<file path="config.mk">
export PLATFORM = sky130hd
export DESIGN_NAME = oaec_cell
export DESIGN_NICKNAME = d
export VERILOG_FILES = /design/src/oaec_pkg.sv /design/src/oaec_cell.sv
export SDC_FILE = /design/constraint.sdc
export NUM_CORES = 1
export LEC_CHECK = 0
export CAP_MARGIN = 5
export CELL_PAD_IN_SITES_DETAIL_PLACEMENT = 0
export CELL_PAD_IN_SITES_GLOBAL_PLACEMENT = 2
export CORE_ASPECT_RATIO = 1.2
export CORE_MARGIN = 2
export CORE_UTILIZATION = 40
export DETAILED_ROUTE_END_ITERATION = 6
export DONT_BUFFER_PORTS = 1
export MAX_ROUTING_LAYER = met4
export PLACE_DENSITY = 0.72
export SLEW_MARGIN = 5
export SYNTH_ARGS = -nofsm -noshare
export SYNTH_HDL_FRONTEND = slang
export SYNTH_SLANG_ARGS = --single-unit
</file>
<file path="constraint.sdc">
create_clock -name clock -period 30.1 [get_ports clock]
set_input_delay 1.505 -clock clock [delete_from_list [all_inputs] [get_ports clock]]
set_output_delay 1.505 -clock clock [all_outputs]
set_load 0.01 [all_outputs]
</file>
<file path="src/oaec_pkg.sv">
// Shared types, constants and helpers for the overlap alignment edit counter.
// Used by oaec_cell and overlap_alignment_edit_counter; depends on nothing.
`default_nettype none

package oaec_pkg;

   // Capacity of each read, in bases.
   localparam int MAX_LEN = 128;
   localparam int LEN_W   = $clog2(MAX_LEN + 1);
   localparam int IDX_W   = $clog2(MAX_LEN);
   localparam int T_W     = LEN_W + 1;
   // Scores stay within two read lengths times the largest match reward.
   localparam int SCORE_W = 16 + LEN_W + 2;

   // Request commands.
   localparam logic [1:0] CMD_FIRST  = 2'd0;
   localparam logic [1:0] CMD_SECOND = 2'd1;
   localparam logic [1:0] CMD_RUN    = 2'd2;

   // Configuration register indexes.
   localparam logic [1:0] REG_MATCH    = 2'd0;
   localparam logic [1:0] REG_MISMATCH = 2'd1;
   localparam logic [1:0] REG_GAP      = 2'd2;
   localparam logic [1:0] REG_SKEW     = 2'd3;

   // Character codes.
   localparam logic [7:0] CHAR_A = 8'h41;
   localparam logic [7:0] CHAR_C = 8'h43;

   // Move codes kept for each matrix cell.
   typedef enum logic [1:0] {
      MV_M = 2'd0,
      MV_D = 2'd1,
      MV_J = 2'd2,
      MV_I = 2'd3
   } move_type;

   typedef struct packed {
      logic [1:0] cmd;
      logic [7:0] base;
   } req_type;

   typedef struct packed {
      logic [8:0] edit_count;
      logic       overflow;
   } rsp_type;

   // One row of the first read as it moves down the cell chain.
   typedef struct packed {
      logic             valid;
      logic             last_row;
      logic [7:0]       base;
      logic [IDX_W-1:0] row;
   } row_type;

   // Weights and the second read's length shared by every cell during a run.
   typedef struct packed {
      logic [7:0]       match;
      logic [7:0]       mismatch;
      logic [7:0]       gap;
      logic [15:0]      skew_match;
      logic [LEN_W-1:0] len2;
   } cell_cfg_type;

   // Fold a-z to upper case.
   function automatic logic [7:0] fold_upper(input logic [7:0] c);
      logic [7:0] r;
      r = c;
      if (c >= 8'h61 && c <= 8'h7a) begin
         r = c - 8'h20;
      end
      return r;
   endfunction

endpackage

`default_nettype wire

</file>
<file path="src/oaec_cell.sv">
// One column cell of the alignment array: holds one base of the second read,
// its running score and the move codes of its column. Depends on oaec_pkg.
`default_nettype none

module oaec_cell
   import oaec_pkg::*;
(
   input  wire logic                        clock,
   input  wire logic                        reset,
   input  wire logic                        clear,
   input  wire logic [IDX_W-1:0]            col_idx,
   input  wire logic                        load_en,
   input  wire logic [IDX_W-1:0]            load_idx,
   input  wire logic [7:0]                  load_base,
   input  wire cell_cfg_type                cfg,
   input  wire row_type                     row_in,
   input  wire logic signed [SCORE_W-1:0]   h_left,
   input  wire logic signed [SCORE_W-1:0]   h_diag,
   input  wire logic [IDX_W-1:0]            rd_addr,
   output row_type                          row_out,
   output logic signed [SCORE_W-1:0]        h_out,
   output logic signed [SCORE_W-1:0]        h_prev_out,
   output move_type                         rd_code,
   output logic                             base_is_c
);

   logic [7:0]                b_ff;
   row_type                   row_ff;
   logic signed [SCORE_W-1:0] h_ff;
   logic signed [SCORE_W-1:0] h_prev_ff;
   move_type                  rd_code_ff;
   move_type                  trace_mem [MAX_LEN];

   logic                      active;
   logic                      last_col;
   logic                      b_is_a;
   logic                      same;
   logic signed [SCORE_W-1:0] mm;
   logic signed [SCORE_W-1:0] gi;
   logic signed [SCORE_W-1:0] gj;
   logic signed [SCORE_W-1:0] sd;
   logic signed [SCORE_W-1:0] su;
   logic signed [SCORE_W-1:0] sl;
   logic signed [SCORE_W-1:0] best;
   move_type                  code;

   // Cell evaluation for the row currently passing this column.
   always_comb begin
      active   = row_in.valid && ({1'b0, col_idx} < cfg.len2);
      last_col = (({1'b0, col_idx} + LEN_W'(1)) == cfg.len2);
      b_is_a   = (fold_upper(b_ff) == CHAR_A);
      same     = (fold_upper(row_in.base) == fold_upper(b_ff));
      if (same) begin
         mm = b_is_a ? $signed({{(SCORE_W-8){1'b0}}, cfg.match})
                     : $signed({{(SCORE_W-16){1'b0}}, cfg.skew_match});
      end else begin
         mm = -$signed({{(SCORE_W-8){1'b0}}, cfg.mismatch});
      end
      gi = row_in.last_row ? '0 : $signed({{(SCORE_W-8){1'b0}}, cfg.gap});
      gj = last_col ? '0 : $signed({{(SCORE_W-8){1'b0}}, cfg.gap});
      sd = h_diag + mm;
      su = h_ff - gj;
      sl = h_left - gi;
      if (sd >= su && sd >= sl) begin
         best = sd;
         code = (row_in.base == (b_is_a ? CHAR_A : CHAR_C)) ? MV_M : MV_D;
      end else if (su >= sl) begin
         best = su;
         code = MV_J;
      end else begin
         best = sl;
         code = MV_I;
      end
   end

   // Pass the row on and keep the latest two scores of this column.
   always_ff @(posedge clock) begin
      if (reset) begin
         row_ff.valid <= 1'b0;
      end else begin
         row_ff.valid <= row_in.valid;
      end
      row_ff.last_row <= row_in.last_row;
      row_ff.base     <= row_in.base;
      row_ff.row      <= row_in.row;
      if (clear) begin
         h_ff      <= '0;
         h_prev_ff <= '0;
      end else if (active) begin
         h_prev_ff <= h_ff;
         h_ff      <= best;
      end
      if (load_en && load_idx == col_idx) begin
         b_ff <= load_base;
      end
   end

   // Move codes of this column, one entry per row.
   always_ff @(posedge clock) begin
      if (active) begin
         trace_mem[row_in.row] <= code;
      end
      rd_code_ff <= trace_mem[rd_addr];
   end

   assign row_out    = row_ff;
   assign h_out      = h_ff;
   assign h_prev_out = h_prev_ff;
   assign rd_code    = rd_code_ff;
   assign base_is_c  = (b_ff == CHAR_C);

endmodule

`default_nettype wire

</file>
# Yosys cells after proc, flatten, opt, wreduce, memory -nomap -nowiden
# Memories as Yosys holds them, arrays and structs flattened. A register that Yosys moved wholly into a read port is not among the register bits.
# Cells that the tools add are included.
# totals
regBits	77
ramBits	256
inputBits	150
output_inout_bits	72
word_cells	48
memories	1
# mem_list
memory	words	width	rd	rd_clocked_by_memory_dff	write_ports	line_no	text
trace_mem	128	2	1	1	1	oaec_cell.sv:32	move_type trace_mem [MAX_LEN];
# op_classes
n_addsub	7
order_cmp	8
n_eq_ne	6
muxes	14
reduce_logical	5
# ops
operator	count
$ge A26 B26 Y1	3
$mux W26	3
$sub A26 B9 Y26	2
$mux W8	4
$add A26 B26 Y26	1
$neg A8 Y26	1
$eq A8 B7 Y1 const B	2
$eq A8 B8 Y1	2
$ge A8 B7 Y1 const B	2
$le A8 B7 Y1 const B	2
$mux W16	1
$sub A8 B6 Y8 const B	2
$add A7 B1 Y8 const B	1
$eq A8 B7 Y1	1
$lt A7 B8 Y1	1
$eq A7 B7 Y1	1
$logic_and A1 B1 Y1	5
$mux W1	4
$mux W2	2

# Longest topological paths before layout
# Gate-level depths: netlist of the first run.
# depth
word_depth	10
depth_mapped	31
ltp_nobuf	29

# Worst setup path after synthesis of the first run
# No wires, ideal clock.
# synth_path
path_kind	input-to-reg
start	input port row_in[9] (netlist bit)
end	memory trace_mem[0][0] (netlist bit) (data pin)
setup_time_ps	1198
t_arrival_ps	11649
required_time_ps	28902
slack_ps	17253
stages	25
n_path_buf	2
cell_sequence	or3_1 > o32ai_2 > o21ai_1 > xor2_1 > nor4_4 > clkbuf_1 > a21oi_1 > ha_1 > fa_1 > a21oi_1 > o211ai_1 > a21oi_1 > o21ai_0 > a21boi_1 > mux2_2 > nor4_4 > ha_1 > nand4_1 > nor4_1 > a221oi_1 > o21ai_0 > mux2i_1 > a211oi_2 > clkbuf_1 > o21ai_0
# synth_via
elab_chain_len	9
word_cells_on_any_way	14
cone_classes	2 x add/sub; 4 x order compare; 2 x eq/ne; 4 x mux; 2 x reduce/logical
# synth_lines
element	line_no	text
start, declared	oaec_cell.sv:16	input wire row_type row_in,
$ge A8 B7 Y1 or $le A8 B7 Y1 (tied branches)	oaec_pkg.sv:69	if (c >= 8'h61 && c <= 8'h7a) begin
$logic_and A1 B1 Y1	oaec_pkg.sv:69	
$mux W8	oaec_pkg.sv:69	
$eq A8 B8 Y1	oaec_cell.sv:52	same = (fold_upper(row_in.base) == fold_upper(b_ff));
$mux W26	oaec_cell.sv:53	if (same) begin
$add A26 B26 Y26	oaec_cell.sv:61	sd = h_diag + mm;
$ge A26 B26 Y1	oaec_cell.sv:64	if (sd >= su && sd >= sl) begin
$logic_and A1 B1 Y1	oaec_cell.sv:64	
$mux W2 *	oaec_cell.sv:64	
via code[0]	oaec_cell.sv:45	move_type code;
end, declared	oaec_cell.sv:32	
# The timed path passes the listed nets; every way through them passes the cells marked *.

# Worst setup path after layout of the first run
# layout_path
start	input port row_in[9] (netlist bit)
end	register h_ff[6], in the netlist h_out[6]
# layout_via
elab_chain_len	9
word_cells_on_any_way	12
cone_classes	2 x add/sub; 4 x order compare; 1 x eq/ne; 3 x mux; 2 x reduce/logical
# layout_lines
element	line_no	text
$ge A8 B7 Y1 or $le A8 B7 Y1 (tied branches)	oaec_pkg.sv:69	
$logic_and A1 B1 Y1	oaec_pkg.sv:69	
$mux W8 *	oaec_pkg.sv:69	
$eq A8 B8 Y1 *	oaec_cell.sv:52	
$mux W26 *	oaec_cell.sv:53	
$add A26 B26 Y26 *	oaec_cell.sv:61	
$ge A26 B26 Y1	oaec_cell.sv:64	
$logic_and A1 B1 Y1	oaec_cell.sv:64	
$mux W26 *	oaec_cell.sv:64	
end signal, assigned	oaec_cell.sv:91	h_ff <= best;
end, declared	oaec_cell.sv:29	logic signed [SCORE_W-1:0] h_ff;
# Mark *: on every way between the ends. The rest lies on a longest branch, timed or not.
# A chain may end at the register's enable or synchronous reset.

==> results of run 1 <==
==> per-stage QoR <==
step                      instances  util [%]  power [W]
after global routing           2268     44.32   0.001614
after detailed placement       2200     41.76   0.001090
after CTS                      2268     44.32   0.001542
after floorplan                1623         -  0.0009701
final                          2268     44.32   0.001524
after global placement         2200     41.76   0.001088
==> cell families (layout without fill, tap and decap cells) <==
group	after synthesis	count (layout)
and+or+nand+nor	533	533
buffers and inverters	128	150
AOI/OAI and AO/OA	265	265
adders and majority gates	134	134
muxes	130	130
DFF	335	335
xor gates and xnor gates	98	98
==> cells in the mapped netlist, types with 6 or more instances <==
cell type,instances
or3_1,11
o21bai_1,8
nor2_1,212
a211oi_1,18
nand3_1,39
a22oi_1,7
xnor2_1,51
mux2i_1,32
buf_1,7
nor4_1,11
nand2b_1,12
a21o_1,16
clkbuf_1,38
nand3b_1,6
dfxtp_1,71
nor2b_1,19
a211o_1,7
a21oi_1,104
mux2_2,14
nand2_1,141
nand4_1,21
o21a_1,11
mux4_2,84
edfxtp_1,264
xor2_1,47
ha_1,131
inv_1,68
o211ai_1,12
nor3_1,30
o21ai_0,38
buf_2,6
==> layer usage <==
| layer | GRT usage, % | wire [um] | up-vias |
|---|---|---|---|
| li1 | - | - | 6062 |
| met5 | - | 0 | - |
| met1 | 23.96 | 20010 | 6188 |
| met4 | 6.097 | 1303 | 0 |
| met2 | 37.92 | 26540 | 284 |
| met3 | 3.807 | 2393 | 69 |
==> sequential cells by signal (all words and copies together) (netlist names) <==
register,cells
row_out,17
rd_code,2
h_out,26
trace_mem,256
h_prev_out,26
b_ff,8
==> tightest hold or removal path, cell delays in order, from the launching register on <==
cell	delay [ns]
dfxtp_1	0.34
nand2_1	0.07
a21oi_1	0.05
==> worst min path at each step <==
stage	startpoint	endpoint	slack, ns	cells past startpoint
global placement	h_prev_out[19]	h_prev_out[19]	0.49	2
CTS	h_prev_out[19]	h_prev_out[19]	0.50	2
floorplan	h_prev_out[0]	h_prev_out[0]	0.48	2
global route	h_prev_out[19]	h_prev_out[19]	0.52	2
detailed placement	h_prev_out[19]	h_prev_out[19]	0.49	2
finish	h_prev_out[19]	h_prev_out[19]	0.50	2
==> where the power goes <==
group	internal, W	total, W	switching [W]	leakage (nW)
logic	0.000158	0.000445	0.000287	3.74
registers	0.000603	0.000632	0.0000290	2.95
clock network	0.000266	0.000447	0.000181	0.584
total	0.00103	0.00152	0.000496	7.28
==> final cells by class <==
type                    count  share of cell area (%)
clock buffers              50                   4.941
clock inverters            18                  0.8245
inverters                  69                   1.258
multi-input cells        1160                   43.79
flip-flops and latches    335                   44.97
well taps                 623                   3.749
repair buffers             13                  0.4694
==> run_results.csv, run 1 <==
group,metric,value,unit
outcome,status,"completed",
route,drc,0,
clocking,clock_path_buffers,3,
logic_synthesis,muxShareOfSynthArea,12.49,%
floorplanning,die_h,242.6,um
clocking,cts-root-buf,"clkbuf_16",
global_route,grt_overflow,0,
sta,fin_skew,0.01329,ns
worst_setup_path,crit_fanout,99,
sta,fin_tns_setup,0,ns
cells_and_area,ff_latch_area,9349,sq um
cells_and_area,fill_cells,4439,
logic_synthesis,syn_area_per_cell,11.69,sq um
logic_synthesis,yosys-top-cells-area,"edfxtp_1 42%, mux4_2 10%, ha_1 8.6%",
pwr,p_leak,7.276,nW
worst_setup_path,crit_buf_inv,4,
clocking,clock-sinks,335,
clocking,cts.reportedPaths.clkPinSlew,0.05,ns
sta,worst_slew_pin_slew,1.141,ns
logic_synthesis,synth_warnings,0,
global_route,grt_max_degree,100,
worst_setup_path,crit_required,30.52,ns
route,vias,12603,
route,wl_per_cell,22.15,um
cells_and_area,mostFrequentLayoutCell,"edfxtp_1",
placement,hpwlAfterDp,36400,um
worst_setup_path,timing.critical_path.max_delay_family,"compound AO/OA/AOI/OAI gates",
logic_synthesis,synth_compound_area_share,8.884,%
worst_setup_path,crit_start,"row_in[9]",
clocking,cts_max_level,2,
clocking,cts_buffers,37,
clocking,hold_buffers,0,
sta,fmax,116.2,MHz
sta,whs,0.5001,ns
route,routed_via_density,5.557,
worst_setup_path,cpPeakStageDelay,0.83,ns
logic_synthesis,synth_top_family_by_area,"simple AND/OR/NAND/NOR gates",
global_route,grt_pass1_vias,13057,
worst_setup_path,crit_path_start_kind,"primary input",
floorplanning,die_w,202.8,um
logic_synthesis,syn_nets,1907,
cells_and_area,multi_input_area,9105,sq um
clocking,post_cts_buffers,0,
logic_synthesis,synth_adder_area_share,8.957,%
worst_setup_path,critical_path.endpoint,"h_out[6]",
floorplanning,ios,222,
sta,fin_crit,8.607,ns
cells_and_area,final_cell_mix,"264 x edfxtp_1, 212 x nor2_1, 141 x nand2_1, 131 x ha_1, 104 x a21oi_1",
floorplanning,die_area,49190,sq um
logic_synthesis,synthFlopType,"edfxtp_1",
route,finalWirelength,50240,um
sta,setup_ws,21.49,ns
worst_setup_path,r2r_end,"h_out[6]",
floorplanning,initial_core_util,40.44,%
pwr,power_density,73.28,nW/um^2
logic_synthesis,synth_xor_area_share,4.524,%
sta,rsz0062_at_grt,"false",
global_route,track_usage,21.14,%
worst_setup_path,reg2regPathDepth,26,
clocking,clock_latency,0.54,ns
logic_synthesis,synth_top_cell_by_area,"edfxtp_1",
route,dr.pass1.iters,5,
placement,place_congestion,0.8498,
clocking,cts_resized,0,
hold_path,min_path_type,"reg2reg",
worst_setup_path,arrival,9.03,ns
cells_and_area,syn_to_final_growth,9.596,%
placement,dpl_cell_area,19590,sq um
clocking,cts_tree,"built",
pwr,ir_drop,0.04819,mV
logic_synthesis,synth_area,18970,sq um
worst_setup_path,cp.depth,28,
worst_setup_path,crit_type,"in2reg",
sta,maxSlewHeadroom,23.75,%
placement,place_ws,20.90,ns
floorplanning,coreArea,46920,sq um
logic_synthesis,syn_inst,1623,
cells_and_area,drive_above_1_share,11.12,%
sta,hold_violations,0,
worst_setup_path,cp_common_cell,"buf_4",
sta,drv_slew,0,
sta,setup_viol,0,
worst_setup_path,cpMaxStageDelayCell,"buf_4",
run,drv_cap,0,
route,first_iter_violations,670,
route,drtAntennaViolNets,0,
cells_and_area,finalNetCount,1900,
floorplanning,rows,87,
worst_setup_path,r2r_slack,21.95,ns
cells_and_area,design_area,20790,sq um
logic_synthesis,synth_simple_gate_area_share,12.96,%
logic_synthesis,yosysSeqAreaShare,49.28,%
worst_setup_path,timing.rr.start,"b_ff[2]",
logic_synthesis,ys_ff_latch,335,
placement,io_buffers,0,
global_route,grt_pass1_wl,77160,um
logic_synthesis,synth-edff-count,264,
worst_setup_path,cp-end-kind,"flip-flop",
logic_synthesis,synth_top_area_share,41.79,%
global_route,antenna_found_initial,0,
logic_synthesis,ys_types,76,
logic_synthesis,ys_async_sr_fraction,0,%
cells_and_area,antenna_cells,0,
sta,timing.final.crit_share,28.60,%
Note: power is estimated with default switching activity, not from simulation.
==> run 2, diff against run 1 <==
- clock period: 30.1 -> 8.2 ns (I/O delays scaled with it)
==> run_results.csv, run 2 (synthesized netlist as in run 1, its figures left out) <==
group,metric,value,unit
clocking,cts_resized,0,
pwr,sw_frac_of_total,32.85,%
worst_setup_path,crit_start,"b_ff[2]",
pwr,power_density,262.5,nW/um^2
sta,maxSlewHeadroom,33.01,%
global_route,grt_pass1_vias,13189,
worst_setup_path,timing.rr.start,"b_ff[2]",
worst_setup_path,cp.depth,24,
cells_and_area,regMostFlops,"trace_mem",
clocking,cts.reportedPaths.clkPinSlew,0.06,ns
clocking,post_cts_buffers,0,
route,routed_via_density,5.567,
cells_and_area,design_area,21070,sq um
pwr,p_int,0.003714,W
worst_setup_path,path_cells,"or3_1, or4b_1, a211o_1, mux2i_1, a21oi_1, ha_1, fa_1, a21oi_1, o211ai_1, a21oi_1, o21ai_0, a21boi_1, mux2_2, nor4_4, ha_1, nand3_1, a2111oi_0, o32ai_1, and3_1, a211oi_2, buf_4, o41ai_1, o21ai_4, buf_12",
pwr,seq_power_share,41.7,%
worst_setup_path,cpPeakStageDelay,0.50,ns
clocking,cts_buffers,35,
cells_and_area,syn_to_final_growth,11.06,%
pwr,pwr-share-comb,30.6,%
cells_and_area,finalNetCount,1932,
sta,timing.final.crit_share,91.18,%
sta,fin_skew,0.02294,ns
clocking,clock_path_buffers,3,
worst_setup_path,r2r_slack,0.72,ns
sta,setup_viol,0,
route,finalWirelength,51390,um
route,wl_per_cell,22.36,um
floorplanning,ios,222,
route,drtAntennaViolNets,0,
floorplanning,die_area,49190,sq um
pwr,ir_drop,0.1587,mV
worst_setup_path,crit_type,"reg2reg",
floorplanning,initial_core_util,40.44,%
sta,setup_ws,0.7229,ns
cells_and_area,final_cell_mix,"264 x edfxtp_1, 212 x nor2_1, 141 x nand2_1, 131 x ha_1, 104 x a21oi_1",
cells_and_area,antenna_cells,0,
route,vias,12794,
global_route,grt_max_degree,129,
worst_setup_path,r2r_end,"trace_mem[126][0]",
floorplanning,die_h,242.6,um
global_route,grt_pass1_wl,78150,um
placement,place_ws,0.6320,ns
run,drv_cap,0,
clocking,cts_tree,"built",
sta,worst_slew_pin_slew,1.002,ns
route,first_iter_violations,707,
pwr,clkPwrFrac,27.7,%
worst_setup_path,reg2regPathDepth,24,
route,dr.pass1.iters,5,
pwr,switchingPower,0.001817,W
floorplanning,coreArea,46920,sq um
clocking,cts-root-buf,"clkbuf_16",
sta,hold_violations,0,
clocking,clock-sinks,335,
global_route,track_usage,21.53,%
placement,io_buffers,0,
worst_setup_path,crit_fanout,57,
hold_path,min_path_type,"in2reg",
pwr,p_leak,7.392,nW
cells_and_area,fill_cells,4376,
sta,fin_crit,7.477,ns
worst_setup_path,crit_path_start_kind,"flip-flop",
placement,hpwlAfterDp,37220,um
worst_setup_path,arrival,7.81,ns
cells_and_area,drive_above_1_share,10.99,%
clocking,cts_max_level,2,
clocking,clock_latency,0.54,ns
route,drc,0,
placement,place_congestion,0.8365,
sta,rsz0062_at_grt,"false",
sta,drv_slew,0,
worst_setup_path,timing.critical_path.max_delay_family,"compound AO/OA/AOI/OAI gates",
sta,fin_tns_setup,0,ns
floorplanning,rows,87,
worst_setup_path,cp_common_cell,"a21oi_1",
worst_setup_path,crit_required,8.53,ns
sta,fmax,133.7,MHz
floorplanning,die_w,202.8,um
worst_setup_path,cpMaxStageDelayCell,"or4b_1",
cells_and_area,largest_reg_flops,256,
worst_setup_path,cp-end-kind,"flip-flop",
global_route,antenna_found_initial,0,
worst_setup_path,critical_path.endpoint,"trace_mem[126][0]",
outcome,status,"completed",
global_route,grt_overflow,0,
worst_setup_path,crit_buf_inv,2,
cells_and_area,mostFrequentLayoutCell,"edfxtp_1",
placement,dpl_cell_area,19680,sq um
==> run 2: power by group through the flow <==
stage | Combinational, W | Clock, W | Sequential [W]
detailed placement | 0.00170 | 0 | 0.00235
global route | 0.00191 | 0.00163 | 0.00232
global placement | 0.00168 | 0 | 0.00235
floorplan | 0.00119 | 0 | 0.00232
finish | 0.00169 | 0.00153 | 0.00231
CTS | 0.00172 | 0.00157 | 0.00231
==> run 2: final cells by class <==
type / instances / area, sq um / area share (%)
Clock buffer: 45 / 934.6 / 4.436
Clock inverter: 19 / 161.4 / 0.7661
Inverter: 69 / 261.5 / 1.241
Multi-Input combinational cell: 1160 / 9105 / 43.22
Sequential cell: 335 / 9349 / 44.37
Tap cell: 623 / 779.5 / 3.700
Timing Repair Buffer: 47 / 478.0 / 2.269
==> run 2: worst min path at each step <==
stage | cells past startpoint | startpoint | endpoint | slack (ns)
CTS | 1 | rd_addr[5] | rd_code[0] | 0.01
global placement | 0 | row_in[9] | row_out[9] | 0.44
finish | 1 | rd_addr[5] | rd_code[0] | 0.04
floorplan | 0 | row_in[0] | row_out[0] | 0.44
detailed placement | 0 | row_in[9] | row_out[9] | 0.44
global route | 1 | rd_addr[5] | rd_code[0] | 0.02
==> run 2: what timing repair did <==
item,in CTS,in global routing
hold buffers,28,0
hold endpoints to repair,75,0
endpoints found under the setup margin,0,0
==> run 2: layer usage <==
layer,global-route usage (%),part of all wire (%)
met5,-,0
met4,5.711,1.9
met3,3.538,5.2
met2,39.57,55
met1,24.01,38
==> run 2: stage by stage <==
stage	utilization (%)	hold slack, ns	std cells	total power, W
floorplan	-	0.4377	1623	0.003518
global placement	41.94	0.4379	2206	0.004028
detailed placement	41.94	0.4378	2206	0.004044
CTS	44.91	0.01221	2298	0.005610
global route	44.91	0.02368	2298	0.005859
finish	44.91	0.03681	2298	0.005531
